===== src/rtl/core/hlpf_pkg.sv =====
// Heartbeat LED pulse fader: shared types, register indexes, constants and states.
// Used by hlpf_div, heartbeat_led_pulse_fader_core, hlpf_checker and testbench.
package hlpf_pkg;

  localparam int DIV_W  = 16;
  localparam int DIV_CW = $clog2(DIV_W);
  localparam int CFG_IW = 3;
  localparam int CFG_DW = 16;

  localparam logic [CFG_IW-1:0] REG_FADE_PERIOD = 3'd0;
  localparam logic [CFG_IW-1:0] REG_MIN_RATE    = 3'd1;
  localparam logic [CFG_IW-1:0] REG_MAX_RATE    = 3'd2;
  localparam logic [CFG_IW-1:0] REG_FIRST_BEAT  = 3'd3;

  localparam logic [15:0] BEAT_MS_PER_MIN = 16'd60000;
  localparam logic [15:0] FADE_SCALE      = 16'd256;
  localparam logic [7:0]  FULL_LEVEL      = 8'hFF;
  localparam logic [1:0]  FINGER_CODE     = 2'd3;

  localparam logic [6:0]  FADE_PERIOD_RST = 7'd10;
  localparam logic [7:0]  MIN_RATE_RST    = 8'd30;
  localparam logic [8:0]  MAX_RATE_RST    = 9'd240;
  localparam logic [15:0] FIRST_BEAT_RST  = 16'd100;
  localparam logic [8:0]  HELD_RATE_RST   = 9'd60;

  typedef struct packed {
    logic       req_type;
    logic       read_ok;
    logic [1:0] finger_status;
    logic [6:0] confidence;
    logic [8:0] pulse_bpm;
  } in_word_t;

  typedef struct packed {
    logic [7:0]  red;
    logic [7:0]  green;
    logic [7:0]  blue;
    logic        beat;
    logic [15:0] beat_period_ms;
  } out_word_t;

  typedef struct packed {
    logic             start;
    logic [DIV_W-1:0] dividend;
    logic [DIV_W-1:0] divisor;
  } div_req_t;

  typedef struct packed {
    logic             done;
    logic [DIV_W-1:0] quotient;
  } div_rsp_t;

  typedef enum logic [2:0] {
    ST_IDLE,
    ST_DIV_PERIOD,
    ST_DIV_FADE,
    ST_DIV_STEP,
    ST_EMIT
  } state_t;

endpackage


===== src/rtl/core/heartbeat_led_pulse_fader_core.sv =====
// Sensor word or plain tick: the word moves ST_IDLE to ST_EMIT, which registers the result
// word and returns to ST_IDLE, where the next word is accepted. Beat tick: ST_IDLE, ST_DIV_PERIOD,
// ST_DIV_FADE, ST_DIV_STEP, ST_EMIT, with three 16-step divisions on the shared divider
// (60000 / rate, period / fade period, 256 / periods). A stalled result holds the next in ST_EMIT.
// One word in flight; the next word is accepted while the result word waits.
// Synchronous active-low reset loads register defaults and restarts both timers.
// Depends on hlpf_pkg and hlpf_div.
module heartbeat_led_pulse_fader_core (
  input  logic                          clk,
  input  logic                          rst_n,
  input  logic                          in_valid,
  output logic                          in_stall,
  input  hlpf_pkg::in_word_t            in_data,
  output logic                          out_valid,
  input  logic                          out_stall,
  output hlpf_pkg::out_word_t           out_data,
  input  logic                          cfg_we,
  input  logic [hlpf_pkg::CFG_IW-1:0]   cfg_index,
  input  logic [hlpf_pkg::CFG_DW-1:0]   cfg_wdata
);

  hlpf_pkg::state_t    state_r, state_nxt;
  hlpf_pkg::div_req_t  div_req;
  hlpf_pkg::div_rsp_t  div_rsp;
  hlpf_pkg::out_word_t out_data_r, out_data_nxt;
  logic                out_valid_r, out_valid_nxt;

  logic [6:0]  fade_period_r, fade_period_nxt;
  logic [7:0]  min_rate_r, min_rate_nxt;
  logic [8:0]  max_rate_r, max_rate_nxt;
  logic [15:0] first_beat_r, first_beat_nxt;

  logic [8:0]  held_rate_r, held_rate_nxt;
  logic        sensor_ok_r, sensor_ok_nxt;
  logic [1:0]  finger_seen_r, finger_seen_nxt;
  logic        rate_valid_r, rate_valid_nxt;
  logic [7:0]  red_r, red_nxt;
  logic [7:0]  green_r, green_nxt;
  logic [7:0]  blue_r, blue_nxt;
  logic [7:0]  fade_step_r, fade_step_nxt;
  logic [15:0] beat_cd_r, beat_cd_nxt;
  logic [6:0]  fade_cd_r, fade_cd_nxt;
  logic [15:0] period_held_r, period_held_nxt;
  logic        beat_r, beat_nxt;

  logic [8:0]  rate_clamp;
  logic [8:0]  rate_use;
  logic [6:0]  fp_use;
  logic [8:0]  step_sum;
  logic        rate_ok;

  hlpf_div u_div (
    .clk     (clk),
    .rst_n   (rst_n),
    .div_req (div_req),
    .div_rsp (div_rsp)
  );

  always_comb begin
    if (held_rate_r > max_rate_r) begin
      rate_clamp = max_rate_r;
    end else if (held_rate_r < {1'b0, min_rate_r}) begin
      rate_clamp = {1'b0, min_rate_r};
    end else begin
      rate_clamp = held_rate_r;
    end
  end

  assign rate_use = (rate_clamp == 9'd0) ? 9'd1 : rate_clamp;
  assign fp_use   = (fade_period_r == 7'd0) ? 7'd1 : fade_period_r;
  assign step_sum = div_rsp.quotient[8:0] + 9'd1;
  assign rate_ok  = (in_data.confidence != 7'd0) && (in_data.pulse_bpm != 9'd0);

  always_comb begin
    state_nxt       = state_r;
    out_valid_nxt   = out_valid_r;
    out_data_nxt    = out_data_r;
    fade_period_nxt = fade_period_r;
    min_rate_nxt    = min_rate_r;
    max_rate_nxt    = max_rate_r;
    first_beat_nxt  = first_beat_r;
    held_rate_nxt   = held_rate_r;
    sensor_ok_nxt   = sensor_ok_r;
    finger_seen_nxt = finger_seen_r;
    rate_valid_nxt  = rate_valid_r;
    red_nxt         = red_r;
    green_nxt       = green_r;
    blue_nxt        = blue_r;
    fade_step_nxt   = fade_step_r;
    beat_cd_nxt     = beat_cd_r;
    fade_cd_nxt     = fade_cd_r;
    period_held_nxt = period_held_r;
    beat_nxt        = beat_r;
    div_req         = '0;

    if (out_valid_r && !out_stall) begin
      out_valid_nxt = 1'b0;
    end

    if (cfg_we) begin
      case (cfg_index)
        hlpf_pkg::REG_FADE_PERIOD: begin
          fade_period_nxt = cfg_wdata[6:0];
          if (period_held_r == 16'd0) begin
            fade_cd_nxt = cfg_wdata[6:0];
          end
        end
        hlpf_pkg::REG_MIN_RATE: min_rate_nxt = cfg_wdata[7:0];
        hlpf_pkg::REG_MAX_RATE: max_rate_nxt = cfg_wdata[8:0];
        hlpf_pkg::REG_FIRST_BEAT: begin
          first_beat_nxt = cfg_wdata;
          if (period_held_r == 16'd0) begin
            beat_cd_nxt = cfg_wdata;
          end
        end
        default: ;
      endcase
    end

    case (state_r)
      hlpf_pkg::ST_IDLE: begin
        if (in_valid) begin
          beat_nxt  = 1'b0;
          state_nxt = hlpf_pkg::ST_EMIT;
          if (!in_data.req_type) begin
            sensor_ok_nxt = in_data.read_ok;
            if (in_data.read_ok) begin
              finger_seen_nxt = in_data.finger_status;
              rate_valid_nxt  = rate_ok;
              if ((in_data.finger_status == hlpf_pkg::FINGER_CODE) && rate_ok) begin
                held_rate_nxt = in_data.pulse_bpm;
              end
            end
          end else if (beat_cd_r <= 16'd1) begin
            beat_nxt = 1'b1;
            if (!sensor_ok_r) begin
              red_nxt   = hlpf_pkg::FULL_LEVEL;
              green_nxt = hlpf_pkg::FULL_LEVEL;
              blue_nxt  = hlpf_pkg::FULL_LEVEL;
            end else if (finger_seen_r == hlpf_pkg::FINGER_CODE) begin
              red_nxt   = rate_valid_r ? 8'd0 : hlpf_pkg::FULL_LEVEL;
              green_nxt = hlpf_pkg::FULL_LEVEL;
              blue_nxt  = 8'd0;
            end else begin
              red_nxt   = hlpf_pkg::FULL_LEVEL;
              green_nxt = 8'd0;
              blue_nxt  = 8'd0;
            end
            div_req.start    = 1'b1;
            div_req.dividend = hlpf_pkg::BEAT_MS_PER_MIN;
            div_req.divisor  = {7'd0, rate_use};
            state_nxt        = hlpf_pkg::ST_DIV_PERIOD;
          end else begin
            beat_cd_nxt = beat_cd_r - 16'd1;
            if (fade_cd_r <= 7'd1) begin
              red_nxt     = (red_r >= fade_step_r) ? red_r - fade_step_r : 8'd0;
              green_nxt   = (green_r >= fade_step_r) ? green_r - fade_step_r : 8'd0;
              blue_nxt    = (blue_r >= fade_step_r) ? blue_r - fade_step_r : 8'd0;
              fade_cd_nxt = fade_period_r;
            end else begin
              fade_cd_nxt = fade_cd_r - 7'd1;
            end
          end
        end
      end
      hlpf_pkg::ST_DIV_PERIOD: begin
        if (div_rsp.done) begin
          period_held_nxt  = div_rsp.quotient;
          div_req.start    = 1'b1;
          div_req.dividend = div_rsp.quotient;
          div_req.divisor  = {9'd0, fp_use};
          state_nxt        = hlpf_pkg::ST_DIV_FADE;
        end
      end
      hlpf_pkg::ST_DIV_FADE: begin
        if (div_rsp.done) begin
          div_req.start    = 1'b1;
          div_req.dividend = hlpf_pkg::FADE_SCALE;
          div_req.divisor  = (div_rsp.quotient == 16'd0) ? 16'd1 : div_rsp.quotient;
          state_nxt        = hlpf_pkg::ST_DIV_STEP;
        end
      end
      hlpf_pkg::ST_DIV_STEP: begin
        if (div_rsp.done) begin
          fade_step_nxt = (step_sum > 9'd255) ? hlpf_pkg::FULL_LEVEL : step_sum[7:0];
          beat_cd_nxt   = period_held_r;
          fade_cd_nxt   = fade_period_r;
          state_nxt     = hlpf_pkg::ST_EMIT;
        end
      end
      hlpf_pkg::ST_EMIT: begin
        if (!out_valid_r || !out_stall) begin
          out_valid_nxt               = 1'b1;
          out_data_nxt.red            = red_r;
          out_data_nxt.green          = green_r;
          out_data_nxt.blue           = blue_r;
          out_data_nxt.beat           = beat_r;
          out_data_nxt.beat_period_ms = period_held_r;
          state_nxt                   = hlpf_pkg::ST_IDLE;
        end
      end
      default: state_nxt = hlpf_pkg::ST_IDLE;
    endcase
  end

  always_ff @(posedge clk) begin
    if (!rst_n) begin
      state_r       <= hlpf_pkg::ST_IDLE;
      out_valid_r   <= 1'b0;
      fade_period_r <= hlpf_pkg::FADE_PERIOD_RST;
      min_rate_r    <= hlpf_pkg::MIN_RATE_RST;
      max_rate_r    <= hlpf_pkg::MAX_RATE_RST;
      first_beat_r  <= hlpf_pkg::FIRST_BEAT_RST;
      held_rate_r   <= hlpf_pkg::HELD_RATE_RST;
      sensor_ok_r   <= 1'b0;
      finger_seen_r <= 2'd0;
      rate_valid_r  <= 1'b0;
      red_r         <= hlpf_pkg::FULL_LEVEL;
      green_r       <= hlpf_pkg::FULL_LEVEL;
      blue_r        <= hlpf_pkg::FULL_LEVEL;
      fade_step_r   <= 8'd0;
      beat_cd_r     <= hlpf_pkg::FIRST_BEAT_RST;
      fade_cd_r     <= hlpf_pkg::FADE_PERIOD_RST;
      period_held_r <= 16'd0;
      beat_r        <= 1'b0;
    end else begin
      state_r       <= state_nxt;
      out_valid_r   <= out_valid_nxt;
      fade_period_r <= fade_period_nxt;
      min_rate_r    <= min_rate_nxt;
      max_rate_r    <= max_rate_nxt;
      first_beat_r  <= first_beat_nxt;
      held_rate_r   <= held_rate_nxt;
      sensor_ok_r   <= sensor_ok_nxt;
      finger_seen_r <= finger_seen_nxt;
      rate_valid_r  <= rate_valid_nxt;
      red_r         <= red_nxt;
      green_r       <= green_nxt;
      blue_r        <= blue_nxt;
      fade_step_r   <= fade_step_nxt;
      beat_cd_r     <= beat_cd_nxt;
      fade_cd_r     <= fade_cd_nxt;
      period_held_r <= period_held_nxt;
      beat_r        <= beat_nxt;
    end
  end

  always_ff @(posedge clk) begin
    out_data_r <= out_data_nxt;
  end

  assign in_stall  = (state_r != hlpf_pkg::ST_IDLE);
  assign out_valid = out_valid_r;
  assign out_data  = out_data_r;

  a_beat_has_period: assert property (@(posedge clk) disable iff (!rst_n)
    out_valid && out_data.beat |-> out_data.beat_period_ms != 16'd0)
    else $error("beat word without a period");

  a_div_done_in_div_state: assert property (@(posedge clk) disable iff (!rst_n)
    div_rsp.done |-> (state_r == hlpf_pkg::ST_DIV_PERIOD) ||
                     (state_r == hlpf_pkg::ST_DIV_FADE) ||
                     (state_r == hlpf_pkg::ST_DIV_STEP))
    else $error("divider finished outside a division state");

  a_step_set_after_beat: assert property (@(posedge clk) disable iff (!rst_n)
    (state_r == hlpf_pkg::ST_EMIT) && (period_held_r != 16'd0) |-> fade_step_r != 8'd0)
    else $error("fade step zero after a beat");

  a_emit_loads_output: assert property (@(posedge clk) disable iff (!rst_n)
    (state_r == hlpf_pkg::ST_EMIT) && !(out_valid && out_stall) |=> out_valid)
    else $error("result word not loaded");

endmodule


===== src/rtl/core/hlpf_div.sv =====
// Bit-serial restoring divider, one quotient bit per cycle.
// Depends on hlpf_pkg for widths and request/response structs.
module hlpf_div (
  input  logic               clk,
  input  logic               rst_n,
  input  hlpf_pkg::div_req_t div_req,
  output hlpf_pkg::div_rsp_t div_rsp
);

  logic                         busy_r, busy_nxt;
  logic                         done_r, done_nxt;
  logic [hlpf_pkg::DIV_CW-1:0]  cnt_r, cnt_nxt;
  logic [hlpf_pkg::DIV_W-1:0]   rem_r, rem_nxt;
  logic [hlpf_pkg::DIV_W-1:0]   quo_r, quo_nxt;
  logic [hlpf_pkg::DIV_W-1:0]   dsr_r, dsr_nxt;
  logic [hlpf_pkg::DIV_W:0]     shifted;
  logic [hlpf_pkg::DIV_W:0]     diff;
  logic                         fits;

  assign shifted = {rem_r, quo_r[hlpf_pkg::DIV_W-1]};
  assign fits    = shifted >= {1'b0, dsr_r};
  assign diff    = shifted - {1'b0, dsr_r};

  always_comb begin
    busy_nxt = busy_r;
    done_nxt = 1'b0;
    cnt_nxt  = cnt_r;
    rem_nxt  = rem_r;
    quo_nxt  = quo_r;
    dsr_nxt  = dsr_r;
    if (div_req.start) begin
      busy_nxt = 1'b1;
      cnt_nxt  = '0;
      rem_nxt  = '0;
      quo_nxt  = div_req.dividend;
      dsr_nxt  = div_req.divisor;
    end else if (busy_r) begin
      rem_nxt = fits ? diff[hlpf_pkg::DIV_W-1:0] : shifted[hlpf_pkg::DIV_W-1:0];
      quo_nxt = {quo_r[hlpf_pkg::DIV_W-2:0], fits};
      cnt_nxt = cnt_r + hlpf_pkg::DIV_CW'(1);
      if (cnt_r == hlpf_pkg::DIV_CW'(hlpf_pkg::DIV_W - 1)) begin
        busy_nxt = 1'b0;
        done_nxt = 1'b1;
      end
    end
  end

  always_ff @(posedge clk) begin
    if (!rst_n) begin
      busy_r <= 1'b0;
      done_r <= 1'b0;
      cnt_r  <= '0;
    end else begin
      busy_r <= busy_nxt;
      done_r <= done_nxt;
      cnt_r  <= cnt_nxt;
    end
  end

  always_ff @(posedge clk) begin
    rem_r <= rem_nxt;
    quo_r <= quo_nxt;
    dsr_r <= dsr_nxt;
  end

  assign div_rsp.done     = done_r;
  assign div_rsp.quotient = quo_r;

endmodule


===== config.mk =====
export PLATFORM = sky130hd
export DESIGN_NAME = heartbeat_led_pulse_fader_core
export DESIGN_NICKNAME = d
export VERILOG_FILES = /design/src/rtl/core/hlpf_pkg.sv /design/src/rtl/core/heartbeat_led_pulse_fader_core.sv /design/src/rtl/core/hlpf_div.sv
export SDC_FILE = /design/constraint.sdc
export NUM_CORES = 1
export LEC_CHECK = 0
export ABC_AREA = 1
export ABC_CLOCK_PERIOD_IN_PS = 3200
export BUFFER_PORTS_ARGS = -buffer_cell sky130_fd_sc_hd__buf_2
export CORE_MARGIN = 8
export CORE_UTILIZATION = 61
export DETAILED_ROUTE_END_ITERATION = 8
export PLACE_DENSITY_LB_ADDON = 0.25
export REMOVE_ABC_BUFFERS = 1
export SETUP_SLACK_MARGIN = 0.2
export SLEW_MARGIN = 10
export SYNTH_ARGS = -nofsm -noshare
export SYNTH_HDL_FRONTEND = slang
export SYNTH_HIERARCHICAL = 1
export SYNTH_SLANG_ARGS = --single-unit

===== constraint.sdc =====
create_clock -name clk -period 3.2 [get_ports clk]
set_input_delay 0.16 -clock clk [delete_from_list [all_inputs] [get_ports clk]]
set_output_delay 0.16 -clock clk [all_outputs]
set_load 0.05 [all_outputs]

# Yosys cells after proc, flatten, opt, wreduce, memory -nomap -nowiden
# Index checks and enable logic that the tools add are counted.
# totals
regBits	208
output_inout_bits	43
word_cells	160
# op_classes
n_addsub	8
order_cmp	9
eq_ne	16
mux	64
n_bitwise	3
n_reduce_logical	32
# ops
op	count
$mux W16	11
$mux W33	5
$mux W8	16
$pmux W33 S3	1
$mux W7	9
$logic_not A16 Y1	2
$pmux W16 S2	1
$mux W9	3
$ge A8 B8 Y1	3
$sub A8 B8 Y8	3
$mux W3	7
$ge A17 B16 Y1	1
$le A16 B1 Y1 const B	1
$reduce_and A2 Y1	8
$sub A16 B1 Y16 const B	1
$sub A16 B16 Y16	1
$pmux W3 S5	1
$pmux W7 S2	1
$eq A3 B2 Y1 const B	4
$reduce_and A5 Y1	2
$add A9 B1 Y9 const B	1
$gt A9 B8 Y1 const B	1
$gt A9 B9 Y1	1
$logic_not A9 Y1	1
other kinds (26)	47

# Longest topological paths before layout
# logic_depth
word_depth	11
mapped_depth	18
mapped_depth_nobuf	18

# By module
# Netlist, hierarchy kept.
# by_module_without_submodules
mod	n_inst	cells_each	area_each_um2	seq_area_each_um2
heartbeat_led_pulse_fader_core	1	1161	8851.0	3493.4
hlpf_div	1	437	3248.1	1401.3

# Least setup slack after synthesis
# Ideal clock, no wire load.
# synth_timing
path_type	reg2reg
from	register beat_cd_r[0]
to	register u_div/quo_r[0] in the netlist's numbering (enable)
setup_ns	0.308
arrival_ns	2.648
t_required_ns	2.892
setup_slack_ns	0.243
stages_incl_launch_ff	13
n_path_buf	2
period_less_slack_ns	2.957
path_cell_list	dfxtp_1 inv_1 ha_1 inv_1 a211oi_2 nand2_2 nor2_4 inv_2 buf_2 nand3_1 buf_2 nor2_1 inv_2
# synth_rtl
item	line	text
from (decl)	heartbeat_led_pulse_fader_core.sv:41	logic [15:0] beat_cd_r, beat_cd_nxt;
from (signal assigned)	heartbeat_led_pulse_fader_core.sv:222	beat_cd_r <= hlpf_pkg::FIRST_BEAT_RST;
from (signal assigned)	heartbeat_led_pulse_fader_core.sv:241	beat_cd_r <= beat_cd_nxt;
to (signal assigned)	hlpf_div.sv:62	quo_r <= quo_nxt;
to (decl)	hlpf_div.sv:14	logic [hlpf_pkg::DIV_W-1:0] quo_r, quo_nxt;

==> metrics <==
antenna violations before repair 0; Syn Area/Cell 7.571 um2; clk_lat worst skew 510 ps; Max rail drop VDD 395.3 uV; GR Util All Layers 0.2522; area taken by multi-input logic gates 0.006117 mm2; worst-path maximum fanout 24; Post-Route WL 31.11 mm; DRT Pass-1 Iters 5; CTS tree built; PD cells 442.4 mW/mm2; post-synthesis cell area 0.01210 mm2; Sink Count 208; DR WL/cell 15.73 um; relative slew slack 0.4183; port bufs 86; routed vias 10.96k; Antenna Nets Post-Route 0; Final nets 1,809; cell count after synthesis 1,598; Tmin final 2783 ps; routability cong. 0.9368; clock transition at the registers of the reported paths 60 ps; worst setup path category reg2reg; Area growth, synth to finish 13.11%; Worst Setup End Kind flop; Die W 156.8 um; synthesized flop and latch total 208; vias per cell 5.538; placed cells 1,918; pin count of the biggest net entering global routing 71; Worst Hold Class in2reg; number of global-route vias before repair 10.38k; leading post-synthesis cells by cell area dfxtp_1, edfxtp_1, nand2_1, ha_1, inv_1; share of cells above drive strength 1 0.1214; CTS H-tree depth 1; antenna cell count 0; Worst Tran Pin Value 872.6 ps; endpoints failing setup 0; area leader, netlist dfxtp_1; sequential cell area fraction in the yosys report 0.4046; first-pass GRT wire length 50.68 mm; Die ar. 0.02460 mm2; Initial Util 0.6217; Yosys warning total 6; Chip Height 156.8 um; root buffer cell clkbuf_16; share of the synthesized area in the top cell type 0.2234; unrepaired setup endpoints after global routing yes; Final period util 0.8697; Reg area 0.004895 mm2; detailed router's first-iteration violation count 781; Worst Skew 12.43 ps; CORE AREA 0.01946 mm2; DP Wirelength 22.24 mm; # fillers 1,599; io pins 87; total CTS buffers 23; Clock Tree Buf Depth 3; Final TNS setup 0 ps; GR Overflow Total 0; achievable clock frequency 359.3 MHz; status complete, no violations; startpoint type of the worst setup path flop; Slew Viols, Final 0; Yosys cell types 58; Rows 51; DRC viols 0; Leakage 6.251 nW; Crit path arrival time 2960 ps; Max Cap Violations 0; Final Hold Fails 0; Finished Layout Cells 1,978; CP required 3380 ps
[layout by cell type (no fill, tap or decap), types with 4 or more instances in the layout]
| master | Yosys | final |
|---|---|---|
| a21oi_1 | 89 | 89 |
| a31oi_1 | 12 | 12 |
| buf_2 | 10 | 86 |
| buf_4 | 5 | 10 |
| clkbuf_16 | 0 | 23 |
| clkinv_1 | 3 | 7 |
| clkinv_2 | 1 | 5 |
| dfxtp_1 | 135 | 135 |
| dlygate4sd3_1 | 0 | 18 |
| edfxtp_1 | 73 | 73 |
| fa_1 | 4 | 4 |
| ha_1 | 64 | 64 |
| inv_1 | 209 | 209 |
| inv_2 | 18 | 18 |
| nand2_1 | 443 | 443 |
| nand2_2 | 6 | 6 |
| nand2_4 | 4 | 4 |
| nand3_1 | 95 | 95 |
| nand3_2 | 7 | 7 |
| nand3b_1 | 11 | 11 |
| nand4_1 | 21 | 21 |
| nor2_1 | 114 | 111 |
| nor2_2 | 6 | 8 |
| nor2_4 | 7 | 8 |
| nor3_1 | 21 | 21 |
| nor3_2 | 6 | 6 |
| nor4_1 | 4 | 4 |
| o2111ai_1 | 4 | 4 |
| o211ai_1 | 23 | 23 |
| o211ai_2 | 5 | 5 |
| o21ai_0 | 61 | 61 |
| o21ai_1 | 9 | 9 |
| o21bai_1 | 4 | 4 |
| o221ai_1 | 10 | 10 |
| o22ai_1 | 12 | 12 |
| or2_2 | 4 | 4 |
| xnor2_1 | 18 | 18 |
| xor2_1 | 24 | 24 |
[stage by stage]
stage	worst slack, ps	hold WS, ps	util	power, mW	cell area, um2
finish	416.9	22.02	0.7032	6.054	13690
global route	102.7	40.31	0.7032	6.252	13690
CTS	206.3	4.169	0.7017	6.068	13660
detailed placement	260.1	388.6	0.6536	3.413	12720
global placement	388.6	383.8	0.6536	3.401	12720
floorplan	34.42	228.9	-	3.250	11880
[cell usage after synthesis, drive strengths merged]
cell type,instances
and3,1
xnor2,18
o21a,2
nand2,453
dfxtp,135
fa,4
o21ai,73
inv,227
o21bai,4
xor2,24
o22ai,12
a31oi,12
nor4,4
clkinv,5
edfxtp,73
o2111ai,4
a211oi,6
or2,6
nand3,103
nor2,127
o31ai,1
o211a,1
o221ai,10
nor3,28
o41ai,1
ha,64
a21oi,89
nand3b,11
a221oi,1
a21o,3
buf,21
nand4,21
clkbuf,20
a22oi,3
o311ai,1
o211ai,28
nor3b,2
[repair_timing]
action | in CTS | in global routing
hold buffers | 18 | 0
setup buffers | 0 | 1
endpoints found under the setup margin | 0 | 54
hold endpoints to repair | 22 | 0
resized for setup | 0 | 3
[cell families (layout without fill, tap and decap cells)]
logic type | after synthesis | count (layout) | share of synthesized area
and+or+nand+nor | 756 | 756 | 0.2754
buffers and inverters | 273 | 388 | 0.09090
AOI/OAI and AO/OA | 251 | 251 | 0.1260
DFF | 208 | 208 | 0.4045
adders and majority gates | 68 | 68 | 0.07280
xor gates and xnor gates | 42 | 42 | 0.03040
[area by class of cell]
class / count / share of cell area
inverter: 232 / 0.06436
sequential: 208 / 0.3577
multi-input combinational: 1117 / 0.4470
clock inverter: 14 / 0.01061
clock buffer: 27 / 0.04462
tap: 265 / 0.02423
timing repair buffer: 115 / 0.05156
[path summary, 6_finish.rpt]
| path | from | end | slack (ps) | cells after the start |
|---|---|---|---|---|
| max reg2reg | beat_cd_r[0]$_SDFF_PN0_ | u_div/quo_r[4]$_DFFE_PP_ | 420 | 10 |
| min | cfg_wdata[5] | max_rate_r[5]$_SDFFE_PN1P_ | 20 | 3 |
| min reg2reg | beat_r$_SDFFE_PN0P_ | out_data[16]$_DFFE_PP_ | 470 | 0 |
| max | beat_cd_r[0]$_SDFF_PN0_ | u_div/quo_r[4]$_DFFE_PP_ | 420 | 10 |
[routing by layer]
metal | track usage | vias to the layer above | routed length, um | part of all wire
li1 | - | 5460 | - | -
met5 | 0 | - | 0 | 0
met3 | 0.03696 | 66 | 2174 | 0.070
met2 | 0.4350 | 372 | 14870 | 0.48
met1 | 0.3150 | 5057 | 13110 | 0.42
met4 | 0.09062 | 0 | 957 | 0.031
[registers in the layout, indices dropped and copies added (netlist names), 8 cells and up]
| register | cells |
|---|---|
| out_data | 41 |
| beat_cd_r | 16 |
| period_held_r | 16 |
| u_div/dsr_r | 16 |
| u_div/quo_r | 16 |
| u_div/rem_r | 16 |
| held_rate_r | 9 |
| max_rate_r | 9 |
| blue_r | 8 |
| fade_step_r | 8 |
| green_r | 8 |
| min_rate_r | 8 |
| red_r | 8 |
[worst max-delay path, stage by stage (launching register included)]
cell	delay (ps)
dfxtp_1	360
inv_1	100
ha_1	280
inv_1	110
a211oi_2	70
nand2_2	200
nor2_4	60
inv_2	230
nand3_1	270
nor2_2	430
inv_2	330
[where the power goes]
part | internal, mW | switching, mW | total, mW
registers | 2.78 | 0.0346 | 2.82
logic | 0.184 | 0.382 | 0.566
clock network | 1.60 | 1.07 | 2.67
total | 4.57 | 1.49 | 6.05
No activity file was read; power rests on OpenSTA's default activity.
